`src/rtl/twm_ram.sv`:
```
`default_nettype none

module twm_ram #(
	parameter int WIDTH = 64,
	parameter int DEPTH = 64
) (
	input  wire logic                                      clk,
	input  wire logic                                      we,
	input  wire logic [((DEPTH > 1) ? $clog2(DEPTH) : 1)-1:0] waddr,
	input  wire logic [WIDTH-1:0]                          wdata,
	input  wire logic [((DEPTH > 1) ? $clog2(DEPTH) : 1)-1:0] raddr,
	output logic      [WIDTH-1:0]                          rdata
);

	logic [WIDTH-1:0] mem [DEPTH];
	logic [WIDTH-1:0] rdata_q;

	always_ff @(posedge clk) begin
		if (we) begin
			mem[waddr] <= wdata;
		end
		rdata_q <= mem[raddr];
	end

	assign rdata = rdata_q;

endmodule

`default_nettype wire

```
`config.mk`:
```
export PLATFORM = sky130hd
export DESIGN_NAME = twm_ram
export DESIGN_NICKNAME = d
export VERILOG_FILES = /design/src/rtl/twm_ram.sv
export SDC_FILE = /design/constraint.sdc
export NUM_CORES = 2
export LEC_CHECK = 0
export BUFFER_PORTS_ARGS = -buffer_cell sky130_fd_sc_hd__buf_4
export CORE_MARGIN = 3
export CORE_UTILIZATION = 35
export CTS_BUF_LIST = sky130_fd_sc_hd__clkbuf_4 sky130_fd_sc_hd__clkbuf_8
export DETAILED_ROUTE_END_ITERATION = 16
export GPL_TIMING_DRIVEN = 0
export SLEW_MARGIN = 10
export SYNTH_ARGS = -nofsm -noshare
export SYNTH_HDL_FRONTEND = slang
export SYNTH_SLANG_ARGS = --single-unit
export TNS_END_PERCENT = 100
```
`constraint.sdc`:
```
create_clock -name clk -period 7.7 [get_ports clk]
set_input_delay 0.385 -clock clk [delete_from_list [all_inputs] [get_ports clk]]
set_output_delay 0.385 -clock clk [all_outputs]
set_load 0.05 [all_outputs]
```
## Yosys cells after proc, flatten, opt, wreduce, memory -nomap -nowiden

Memory sizes are Yosys's and may differ from the RTL's. A register that Yosys moved wholly into a read port is not among the register bits.
Cells that the tools add are included.

| word-level totals | value |
|---|---|
| register bits after elaboration | 0 |
| RAM bits | 4096 |
| input bits | 78 |
| output and inout bits | 64 |
| logic and storage cells | 3 |
| memories kept | 1 |

| cells by class | value |
|---|---|
| multiplexer cells | 2 |

Memories:

| memory | words | width | rd ports | clocked after Yosys merged registers in | wr ports | RTL line | source |
|---|---|---|---|---|---|---|---|
| mem | 64 | 64 | 1 | 1 | 1 | 15 | `logic [WIDTH-1:0] mem [DEPTH];` |

Operator list:

| operator | count |
|---|---|
| 2-to-1 mux 1 bit | 2 |

## Depth between registers and ports, before layout

| logic depth | value |
|---|---|
| word-level depth | 2 |
| depth in mapped cells | 9 |
| mapped depth without buffers | 5 |

## Least setup slack after synthesis

No wires, ideal clock.

| path | value |
|---|---|
| path type | input to register |
| from | in waddr[3] in the netlist's numbering |
| to | mem mem[48][0] (enable) |
| library setup time | 564 ps |
| arrival time | 5257 ps |
| required time | 7136 ps |
| path slack | 1879 ps |
| cell stages on the path | 4 |
| path through | clkbuf_1 nor2b_1 nand4b_1 nor3_1 |

RTL lines:

| what | RTL line | source |
|---|---|---|
| from (decl) | 9 | `input wire logic [((DEPTH > 1) ? $clog2(DEPTH) : 1)-1:0] waddr,` |
| to (decl) | 15 |  |

No word-level cell before the write port.

==> summary.txt <==
Run status
  – Status: finished, final reports clean

Global route
  – First-pass GRT wire length: 610700 um
  – Vias in the first global route: 79108
  – Total track usage: 18.97%
  – Total global routing overflow: 0
  – Largest net degree at the start of global routing: 65
  – Antenna violations before repair: 42

Flow run
  – Max cap viols: 0

Timing
  – Skew final: 0.08366 ns
  – Final hold viol count: 0
  – Final period utilization: 48.60%
  – Final worst slack: 3.958 ns
  – Fmax: 0.2672 GHz
  – Final worst path period need: 3.742 ns
  – Tightest Pin Transition: 1.380 ns
  – RSZ-0062 raised after global routing: false
  – Slew Viols, Final: 0
  – Slew margin rel.: 7.451%
  – Final setup fails: 0

Setup path
  – End point of the critical path: rdata[7]
  – Critical path endpoint category: flop
  – Critical path class: in -> reg
  – Worst Path Required: 8.69 ns
  – Crit path max fanout: 10
  – Worst Reg-to-Reg Cells: 5
  – Crit. Startpoint: raddr[2]
  – Worst setup SP type: input port
  – WP data arrival: 4.74 ns
  – FF-to-FF Start: mem[62][7]
  – Reg-to-reg endpoint: rdata[7]
  – R2R Setup Slk: 4.82 ns

Yosys
  – Seq cells post-synth: 4160
  – Yosys Warn Count: 0
  – Cells after synthesis: 6598
  – Share of the yosys chip area belonging to registers: 79.49%
  – Cell variety after synth: 33
  – Avg Cell Area, Syn: 23.70 um^2
  – Syn_nets: 6676
  – Post-Syn Area: 156300 um^2

Power
  – VDD IR max: 182.6 uV
  – Power per cell area: 251.8 nW/um^2
  – Pwr Total: 46.15 mW
  – P_leak: 57.15 nW

Clocking
  – Number of hold buffers added after cts: 72
  – Clock sink total: 4160
  – Clock Path Buffers: 4
  – Clk slew on worst S/H paths: 0.07 ns
  – Setup bufs post-CTS: 0
  – Root Driver: clkbuf_8
  – CTS H-tree lvls: 6
  – TritonCTS clock tree: built
  – PostCTS Resize Cnt: 0
  – Total CTS buffers: 643
  – Clk Latency, worst-skew pair: 1.25 ns

Hold path
  – Hold WC Path Type: in -> reg

Final layout
  – Post-layout nets: 7749
  – Commonest non-fill, non-tap cell in the layout: edfxtp_1
  – Layout Cells excl Fill: 14123
  – Commonest cells after routing, fill and taps aside: edfxtp_1, mux4_2, clkbuf_8, clkbuf_4, buf_4
  – Share of post-route cells with drive strength above 1: 33.05%
  – P&R area growth vs syn: 17.24%

Floorplanning
  – Core region area: 443300 um^2
  – Total die area: 454800 um^2
  – Die extent in y: 674.4 um
  – Site row count: 244
  – Number of I/O pins: 142
  – Die W: 674.4 um
  – Initial core utilization: 35.27%

Routing
  – Antenna Nets Post-Route: 0
  – Vias per cell: 5.449
  – DRC: 0
  – Wire length per cell: 30.92 um
  – Number of DRC markers in iteration 0: 9731
  – Via count of the routed design: 76953
  – Drt total wl: 436700 um
  – DRT Pass-1 Iters: 6

Placement
  – GPL Wtd Cong: 0.8147
  – Inst Count DP: 12858
  – IO buf count: 133
  – Place WS: 2.807 ns
  – Detailed Place HPWL: 293700 um
routing by layer:
metal | vias to the layer above | share of wire (%) | global-route usage, %
li1 | 30816 | - | -
met1 | 41364 | 38 | 24.71
met2 | 3942 | 49 | 31.35
met3 | 823 | 8.4 | 3.525
met4 | 8 | 4.4 | 7.911
met5 | - | 0.010 | 0
how the worst min path moves through the flow:
stage,to,cells after the start,start
after floorplan,mem[0][0],0,wdata[0]
after global placement,rdata[18],1,rdata[18]
after detailed placement,rdata[12],1,rdata[12]
after CTS,mem[50][0],4,waddr[4]
after global routing,mem[50][0],4,waddr[4]
final,mem[50][0],4,waddr[4]
synth_stat cells:
library cell,instances,area (um^2)
nand2_1,58,217.7
or3b_2,1,8.760
a31oi_1,18,112.6
nand2b_1,11,68.82
nand3_1,45,225.2
buf_1,20,75.07
or2_2,28,175.2
mux2i_1,135,1351
nor3_1,2,10.01
and3_1,64,400.4
a22oi_1,168,1261
nand4b_1,1,8.760
a211oi_1,63,473.0
nor2_1,112,420.4
buf_6,6,67.56
buf_2,170,850.8
dfxtp_1,64,1281
inv_1,19,71.32
a41oi_1,26,227.7
a31o_1,1,8.760
a2bb2oi_1,19,166.4
o22ai_1,83,519.3
o221ai_1,38,332.8
nor2b_1,28,175.2
edfxtp_1,4096,123000
a22o_1,88,770.7
clkbuf_1,140,525.5
and2_1,3,18.77
mux4_2,1024,23060
nand4_1,2,12.51
or3_1,29,181.4
buf_4,34,255.2
nand3b_1,2,15.01
registers in the layout, indices dropped and copies added (netlist names):
register,flops
mem,4096
rdata,64
through the flow:
| step | setup TNS, ns | instance area, um^2 | hold WS [ns] | util (%) |
|---|---|---|---|---|
| 6_report | 0 | 183300 | 0.1629 | 41.35 |
| 5_1_grt | 0 | 183300 | 0.1096 | 41.34 |
| 4_1_cts | 0 | 183200 | 0.04876 | 41.33 |
| 3_3_place_gp | -2116.90 | 164700 | 0.8433 | 37.16 |
| 3_5_place_dp | 0 | 169800 | 0.8362 | 38.30 |
| 2_1_floorplan | 0 | 156300 | 0.4839 | - |
kinds of logic (layout without fill, tap and decap cells):
family	Yosys count	after routing	share of synthesized area [%]
compound gates	504	504	2.477
other cells	0	38	0
mux	1159	1159	15.61
simple gates	386	386	1.240
flops	4160	4160	79.49
buf+inv	389	1972	1.180
layout make-up:
type	count	area, um^2
buffer	370	1784
clock inverter	265	1849
sequential	4160	124300
clock buffer	890	10870
inverter	19	71.32
tap	5904	7387
fill	38291	260000
multi-input combinational	2049	30750
antenna	38	95.09
timing repair buffer	428	6217
worst max-delay path: stages:
cell      delay [ns]
buf_2           0.27
buf_4           0.37
buf_2           0.52
buf_2           0.68
buf_4           0.37
mux2i_1         0.11
o22ai_1         0.63
a31oi_1         0.32
a211oi_1        1.05
report_power, final:
part	switching (mW)	leakage [nW]	internal [mW]
Clock	8.67	6.68	9.65
Sequential	0.0529	37.4	25.1
Combinational	1.82	13.1	0.874
Total	10.5	57.1	35.6
Note: power is estimated with default switching activity, not from simulation.
