$ cat config.mk
export PLATFORM = sky130hd
export DESIGN_NAME = twm_ctrl
export DESIGN_NICKNAME = d
export VERILOG_FILES = /design/src/rtl/twm_pkg.sv /design/src/rtl/twm_ctrl.sv
export SDC_FILE = /design/constraint.sdc
export NUM_CORES = 1
export LEC_CHECK = 0
export BUFFER_PORTS_ARGS = -buffer_cell sky130_fd_sc_hd__clkbuf_2
export CORE_ASPECT_RATIO = 0.9
export CORE_MARGIN = 2
export CORE_UTILIZATION = 27
export DETAILED_ROUTE_END_ITERATION = 10
export GPL_TIMING_DRIVEN = 0
export PLACE_DENSITY = 0.57
export SLEW_MARGIN = 20
export SYNTH_ARGS = -nofsm -noshare
export SYNTH_HDL_FRONTEND = slang
export SYNTH_SLANG_ARGS = --single-unit
$ cat constraint.sdc
create_clock -name clk -period 7.3 [get_ports clk]
set_input_delay 0.73 -clock clk [delete_from_list [all_inputs] [get_ports clk]]
set_output_delay 0.73 -clock clk [all_outputs]
set_load 0.01 [all_outputs]
$ cat src/rtl/twm_pkg.sv
`default_nettype none

package twm_pkg;

	// table geometry
	localparam int DEPTH   = 64;
	localparam int ADDR_W  = (DEPTH > 1) ? $clog2(DEPTH) : 1;
	localparam int CNT_W   = $clog2(DEPTH + 1);
	localparam int KEY_W   = 32;
	localparam int ENTRY_W = 2 * KEY_W;	// {handle, remote id}
	localparam int STAT_W  = 3;
	localparam int OCNT_W  = 7;

	// request codes
	localparam logic [1:0] REQ_ADD    = 2'd0;
	localparam logic [1:0] REQ_LOOKUP = 2'd1;
	localparam logic [1:0] REQ_DEL    = 2'd2;
	localparam logic [1:0] REQ_NONE   = 2'd3;

	// result status codes
	localparam logic [STAT_W-1:0] ST_APPENDED = 3'd0;
	localparam logic [STAT_W-1:0] ST_UPDATED  = 3'd1;
	localparam logic [STAT_W-1:0] ST_FULL     = 3'd2;
	localparam logic [STAT_W-1:0] ST_FOUND    = 3'd3;
	localparam logic [STAT_W-1:0] ST_NOTFOUND = 3'd4;
	localparam logic [STAT_W-1:0] ST_DELETED  = 3'd5;
	localparam logic [STAT_W-1:0] ST_DELMISS  = 3'd6;

	typedef struct packed {
		logic               we;
		logic [ADDR_W-1:0]  waddr;
		logic [ENTRY_W-1:0] wdata;
		logic [ADDR_W-1:0]  raddr;
	} ram_cmd_t;

	typedef struct packed {
		logic              vld;
		logic [STAT_W-1:0] status;
		logic [KEY_W-1:0]  found_handle;
		logic [OCNT_W-1:0] entry_count;
	} res_t;

endpackage

`default_nettype wire

$ cat src/rtl/twm_ctrl.sv
`default_nettype none

module twm_ctrl (
	input  wire logic                      clk,
	input  wire logic                      arst_n,
	input  wire logic                      in_valid,
	output logic                           in_stall,
	input  wire logic [1:0]                req_type,
	input  wire logic [twm_pkg::KEY_W-1:0] local_handle,
	input  wire logic [twm_pkg::KEY_W-1:0] remote_id,
	output twm_pkg::ram_cmd_t              ram_cmd,
	input  wire logic [twm_pkg::ENTRY_W-1:0] ram_rdata,
	output twm_pkg::res_t                  res,
	input  wire logic                      res_ack
);
	import twm_pkg::*;

	localparam logic [2:0] S_IDLE = 3'd0;
	localparam logic [2:0] S_SCAN = 3'd1;
	localparam logic [2:0] S_DRD  = 3'd2;
	localparam logic [2:0] S_DWR  = 3'd3;
	localparam logic [2:0] S_DONE = 3'd4;

	logic [2:0]        state_q;
	logic [1:0]        req_q;
	logic [KEY_W-1:0]  hnd_q;
	logic [KEY_W-1:0]  rid_q;
	logic [CNT_W-1:0]  idx_q;
	logic              cmp_vld_q;
	logic [ADDR_W-1:0] cmp_idx_q;
	logic [ADDR_W-1:0] del_idx_q;
	logic [CNT_W-1:0]  fill_q;
	logic [STAT_W-1:0] status_q;
	logic [KEY_W-1:0]  found_q;

	logic [KEY_W-1:0]  rd_hnd;
	logic [KEY_W-1:0]  rd_rid;
	logic [KEY_W-1:0]  cmp_a;
	logic [KEY_W-1:0]  cmp_b;
	logic              hit;
	logic              issue_more;
	logic              room;
	logic [ADDR_W-1:0] last_addr;

	assign rd_hnd     = ram_rdata[ENTRY_W-1 -: KEY_W];
	assign rd_rid     = ram_rdata[KEY_W-1:0];
	// the one comparator: remote id for lookups, handle otherwise
	assign cmp_a      = (req_q == REQ_LOOKUP) ? rd_rid : rd_hnd;
	assign cmp_b      = (req_q == REQ_LOOKUP) ? rid_q : hnd_q;
	assign hit        = cmp_vld_q && (cmp_a == cmp_b);
	assign issue_more = idx_q < fill_q;
	assign room       = fill_q < CNT_W'(DEPTH);
	assign last_addr  = ADDR_W'(fill_q - CNT_W'(1));

	assign in_stall        = (state_q != S_IDLE);
	assign res.vld          = (state_q == S_DONE);
	assign res.status       = status_q;
	assign res.found_handle = found_q;
	assign res.entry_count  = OCNT_W'(fill_q);

	always_comb begin
		ram_cmd.we    = 1'b0;
		ram_cmd.waddr = cmp_idx_q;
		ram_cmd.wdata = {hnd_q, rid_q};
		ram_cmd.raddr = idx_q[ADDR_W-1:0];
		unique case (state_q)
			S_SCAN: begin
				if (req_q == REQ_ADD) begin
					if (hit) begin
						ram_cmd.we = 1'b1;
					end else if (!issue_more && room) begin
						ram_cmd.we    = 1'b1;
						ram_cmd.waddr = fill_q[ADDR_W-1:0];
					end
				end
			end
			S_DRD: begin
				ram_cmd.raddr = last_addr;
			end
			S_DWR: begin
				ram_cmd.we    = 1'b1;
				ram_cmd.waddr = del_idx_q;
				ram_cmd.wdata = ram_rdata;
			end
			default: begin
			end
		endcase
	end

	always_ff @(posedge clk or negedge arst_n) begin
		if (!arst_n) begin
			state_q   <= S_IDLE;
			req_q     <= REQ_NONE;
			hnd_q     <= '0;
			rid_q     <= '0;
			idx_q     <= '0;
			cmp_vld_q <= 1'b0;
			cmp_idx_q <= '0;
			del_idx_q <= '0;
			fill_q    <= '0;
			status_q  <= ST_NOTFOUND;
			found_q   <= '0;
		end else begin
			unique case (state_q)
				S_IDLE: begin
					if (in_valid) begin
						req_q     <= req_type;
						hnd_q     <= local_handle;
						rid_q     <= remote_id;
						idx_q     <= '0;
						cmp_vld_q <= 1'b0;
						found_q   <= '0;
						if (req_type == REQ_NONE) begin
							status_q <= ST_NOTFOUND;
							state_q  <= S_DONE;
						end else begin
							state_q <= S_SCAN;
						end
					end
				end
				S_SCAN: begin
					// read slot idx_q, compare the slot read last cycle
					cmp_vld_q <= issue_more;
					cmp_idx_q <= idx_q[ADDR_W-1:0];
					if (issue_more) begin
						idx_q <= idx_q + CNT_W'(1);
					end
					if (hit) begin
						unique case (req_q)
							REQ_ADD: begin
								status_q <= ST_UPDATED;
								state_q  <= S_DONE;
							end
							REQ_LOOKUP: begin
								status_q <= ST_FOUND;
								found_q  <= rd_hnd;
								state_q  <= S_DONE;
							end
							REQ_DEL: begin
								del_idx_q <= cmp_idx_q;
								state_q   <= S_DRD;
							end
							default: begin
								status_q <= ST_NOTFOUND;
								state_q  <= S_DONE;
							end
						endcase
					end else if (!issue_more) begin
						state_q <= S_DONE;
						unique case (req_q)
							REQ_ADD: begin
								if (room) begin
									fill_q   <= fill_q + CNT_W'(1);
									status_q <= ST_APPENDED;
								end else begin
									status_q <= ST_FULL;
								end
							end
							REQ_DEL:    status_q <= ST_DELMISS;
							default:    status_q <= ST_NOTFOUND;
						endcase
					end
				end
				S_DRD: begin
					state_q <= S_DWR;
				end
				S_DWR: begin
					fill_q   <= fill_q - CNT_W'(1);
					status_q <= ST_DELETED;
					state_q  <= S_DONE;
				end
				S_DONE: begin
					if (res_ack) begin
						state_q <= S_IDLE;
					end
				end
				default: begin
					state_q <= S_IDLE;
				end
			endcase
		end
	end

	a_fill_max: assert property (@(posedge clk) disable iff (!arst_n)
		fill_q <= CNT_W'(DEPTH))
		else $error("fill count beyond depth");

	a_fill_src: assert property (@(posedge clk) disable iff (!arst_n)
		!$stable(fill_q) |-> ($past(state_q) == S_SCAN || $past(state_q) == S_DWR))
		else $error("fill count moved outside append or delete");

	a_accept_busy: assert property (@(posedge clk) disable iff (!arst_n)
		(in_valid && !in_stall) |=> (state_q != S_IDLE))
		else $error("accepted word left no work");

	a_del_slot: assert property (@(posedge clk) disable iff (!arst_n)
		(state_q == S_DWR) |-> (CNT_W'(del_idx_q) < fill_q))
		else $error("delete slot outside table");

	a_found_zero: assert property (@(posedge clk) disable iff (!arst_n)
		(res.vld && (status_q != ST_FOUND)) |-> (found_q == '0))
		else $error("handle returned without a match");

endmodule

`default_nettype wire

After elaboration in Yosys (flattened, before gate mapping):

Index checks and enable logic that the tools add are counted.

* register bits: 131
* output and inout bits: 121

* multiplexer cells: 38
* equality and inequality tests: 20
* add/sub/neg operators: 3
* reduce and logical (&&, ||, !) cells: 17
* order comparisons: 2

Operators by type and width (number)
* $mux W32: 5
* $mux W64: 1
* $pmux W32 S2: 1
* $mux W7: 8
* $pmux W7 S2: 3
* $eq A32 B32 Y1: 1
* $mux W3: 10
* $ne A2 B2 Y1 const B: 9
* $pmux W3 S3: 2
* $pmux W3 S5: 1
* $add A7 B1 Y7 const B: 2
* $mux W6: 2
* $reduce_and A5 Y1: 2
* $reduce_and A3 Y1: 3
* $lt A7 B7 Y1: 1
* $lt A7 B7 Y1 const B: 1
* $sub A7 B1 Y7 const B: 1
* $eq A3 B2 Y1 const B: 2
* $ne A3 B3 Y1 const B: 2
* $pmux W3 S2: 1
* $reduce_bool A3 Y1: 2
* $eq A2 B2 Y1 const B: 2
* $reduce_and A2 Y1: 2
* $reduce_and A4 Y1: 1
* 12 further kinds: 15

Longest topological paths before layout:

* word-level depth: 7
* mapped depth: 11

Least setup slack after synthesis:

Ideal clock, no wire load.

* path kind: input to output
* start point: in ram_rdata[23] in the netlist's numbering
* end point: out ram_cmd[70] in the netlist's numbering
* setup slack: 4.156 ns
* data required time: 6.570 ns
* stages: 9
* arrival: 2.414 ns
* path buffers: 1
* path through: xor2_1 > nor4_1 > nand4b_1 > nor4_1 > o21bai_2 > nor4_4 > buf_4 > a22o_1 > a21o_1

RTL lines
* from (decl): line twm_ctrl.sv:12 `input wire logic [twm_pkg::ENTRY_W-1:0] ram_rdata,`
* to (decl): line twm_ctrl.sv:11 `output twm_pkg::ram_cmd_t ram_cmd,`

==> results.toml <==
[outcome]
status = "finished clean"

[drt]
wirelength_mm = 26.0
via_count = 7101
postRouteAntennaNets = 0
drt_iter0_drc = 433
first_pass_iters = 5
avgRoutedWirePerCell_um = 17.0
drc = 0
vias_per_cell = 4.63

[global_route]
grt_pass1_vias = 6946
grt_overflow = 0
grt_pass1_wl_mm = 39.3
use_met1_pct = 25.0
grt_max_degree = 74
antenna_found_initial = 0
grt.busiest_layer = "met2"
track_usage_pct = 18.2
use_met3_pct = 3.76
met2_usage_pct = 29.4

[clock_tree]
clk_latency_ns = 0.43
hold_buffers = 0
numCtsBuffers = 17
cts_max_path_buffers = 2
cts_root_buf = "clkbuf_16"
cts_tree = "yes"
postCtsSetupRepairBufs = 0
clk_pin_slew_ns = 0.07
h-tree-depth = 4
cts_resized = 0
cts_sinks = 131

[sta]
hold_viol_final = 0
fin_crit_sh_pct = 56.8
slew_viol_final = 0
finalSetupTns_ns = 0
worst_slew_pin_slew_ns = 0.846
rsz0062_at_grt = "false"
fmax_mhz = 241
max_slew_margin_pct = 43.6
period_minus_slack_ns = 4.15
setup-violations-final = 0
fin_worst_skew_ns = 0.0147

[logic_synthesis]
syn_area_per_cell_um2 = 8.15
synth_common_cells = "432 x nand2_1, 128 x dfrtp_1, 42 x xor2_1"
synth_most_common_cell = "nand2_1"
synth-edff-count = 0
yosysTopAreaCell = "dfrtp_1"
yosysTopAreaCellShare_pct = 44.0
synth_cells = 894
synth_cell_types = 55
synth_area_mm2 = 0.00729
synth_top_cells_by_area = "dfrtp_1 44%, nand2_1 22%, xor2_1 5.0%, a22o_1 4.6%, xnor2_1 4.6%"
yosysSeqAreaShare_pct = 45.0
yosys_warnings = 0
ys.flop_type = "dfrtp_1"
synthArstFlopShare_pct = 100
synthesis.nets = 1037
synth_seq_cells = 131

[critical_path]
crit_family = "simple AND/OR/NAND/NOR gates"
cp.required_ns = 6.57
slowest_stage = "nor4_1"
worstPathArrival_ns = 3.42
end_kind = "primary output"
path_max_fanout = 10
crit_buf_inv = 3
crit_path_max_incr_delay_ns = 0.72
path_cells = "clkbuf_2, xnor2_1, and4b_1, nand4b_1, nor4_1, o21bai_2, nor4_4, buf_4, a22o_1, a21o_1, clkbuf_2"
critPathLaunchType = "input port"
critPathKind = "input port to primary output"
cpMostUsedCell = "clkbuf_2"

[placed_design]
placed_area_mm2 = 0.00904
hpwl_mm = 19.9
gp_congestion = 0.895
io_buffer_count = 254

[power]
power.density_mw_per_mm2 = 398
power_frac_comb_pct = 41.9
p_leak_nw = 5.19
ir_drop_v = 0.000154
p_seq_share_pct = 33.2
p_sw_mw = 1.61
p_clk_share_pct = 24.9
switching_share_pct = 41.9
p_int_mw = 2.24

[die]
die-width_um = 177
die_h_um = 160
coreArea_mm2 = 0.0267
start_util_pct = 27.2
dieArea_mm2 = 0.0283
row_count = 57
pin_count = 255

[worst_hold_path]
hp-class = "input port to asynchronous set/reset pin"

[run]
cap_violations = 0

[layout]
area_growth_pct = 32.8
post-route-util_pct = 36.2
final_cell_area_mm2 = 0.00968
fin_nets = 1311
n_antenna_cell = 0
layout-drive-gt1-share_pct = 26.2
==> registers in the layout, summed over array words and instances, names as in the netlist <==
register,cells
cmp_idx_q,6
cmp_vld_q,1
del_idx_q,6
fill_q,7
found_q,32
hnd_q,32
idx_q,7
req_q,2
rid_q,32
state_q,3
status_q,3
==> cell type report <==
type | count | area [µm²]
fill | 2833 | 17100
multi-input combinational | 710 | 3770
sequential | 131 | 3280
timing repair buffer | 255 | 1310
clock buffer | 19 | 443
tap | 354 | 443
buffer | 45 | 203
clock inverter | 13 | 196
inverter | 8 | 30.0
==> power by group through the flow <==
stage / logic, mW / clock network (mW) / registers (mW)
4_1_cts: 1.63 / 0.978 / 1.27
3_3_place_gp: 1.62 / 0 / 1.28
6_report: 1.61 / 0.958 / 1.28
5_1_grt: 1.80 / 1.01 / 1.32
3_5_place_dp: 1.63 / 0 / 1.28
2_1_floorplan: 0.947 / 0 / 1.27
==> cells in the final DEF, fill, tap and decap left out, types with 3 or more instances in the layout <==
master and n:
a21o_1 7, a22o_1 38, a31oi_1 3, and2_1 3, and3_1 3, and4_1 4
buf_1 7, buf_2 3, buf_6 3, bufinv_16 4, clkbuf_1 31, clkbuf_16 17
clkbuf_2 253, dfrtp_1 128, dfstp_2 3, ha_1 9, inv_1 8, inv_6 5
mux2_1 7, nand2_1 432, nand2b_1 3, nand3_1 9, nand4_1 13, nand4b_1 3
nor2_1 19, nor2_2 3, nor2b_1 4, nor3_1 6, nor4_1 19, o21ai_0 10
o21ai_1 5, xnor2_1 38, xor2_1 42
==> worst paths after layout <==
kind                         startpoint            to  slack [ns]  depth (start not counted)
hold reg to reg            del_idx_q[3]  del_idx_q[3]        0.49                          1
setup / recovery           ram_rdata[4]   ram_cmd[70]        3.15                         11
min in group clk           del_idx_q[3]  del_idx_q[3]        0.49                          1
max in group asynchronous        arst_n      req_q[0]        6.24                          2
setup reg to reg               rid_q[4]  del_idx_q[1]        4.25                          8
hold / removal                   arst_n   found_q[25]        0.27                          1
==> per-stage QoR <==
stage          instances  setup WS, ns  power [mW]  hold slack [ns]
4_1_cts             1535          2.98        3.89            0.290
5_1_grt             1535          2.90        4.13            0.299
2_1_floorplan        894          4.16        2.22            0.434
3_5_place_dp        1503          3.00        2.91            0.477
6_report            1535          3.15        3.85            0.267
3_3_place_gp        1502          2.94        2.89            0.468
==> logic make-up after synthesis <==
group	synth area share [%]
AOI/OAI and AO/OA	8.65
adders and majority gates	1.55
DFF	45.0
and+or+nand+nor	30.6
muxes	1.37
xor gates and xnor gates	9.62
buffers and inverters	3.19
==> routing by layer <==
layer  part of all wire (%)  routed length (µm)  vias to the layer above
met5                      0                   0                        -
met4                    1.1                 298                        0
met3                    6.2                1610                       19
met2                     46               12000                      266
met1                     47               12200                     3332
li1                       -                   -                     3484
No activity file was read; power rests on OpenSTA's default activity.
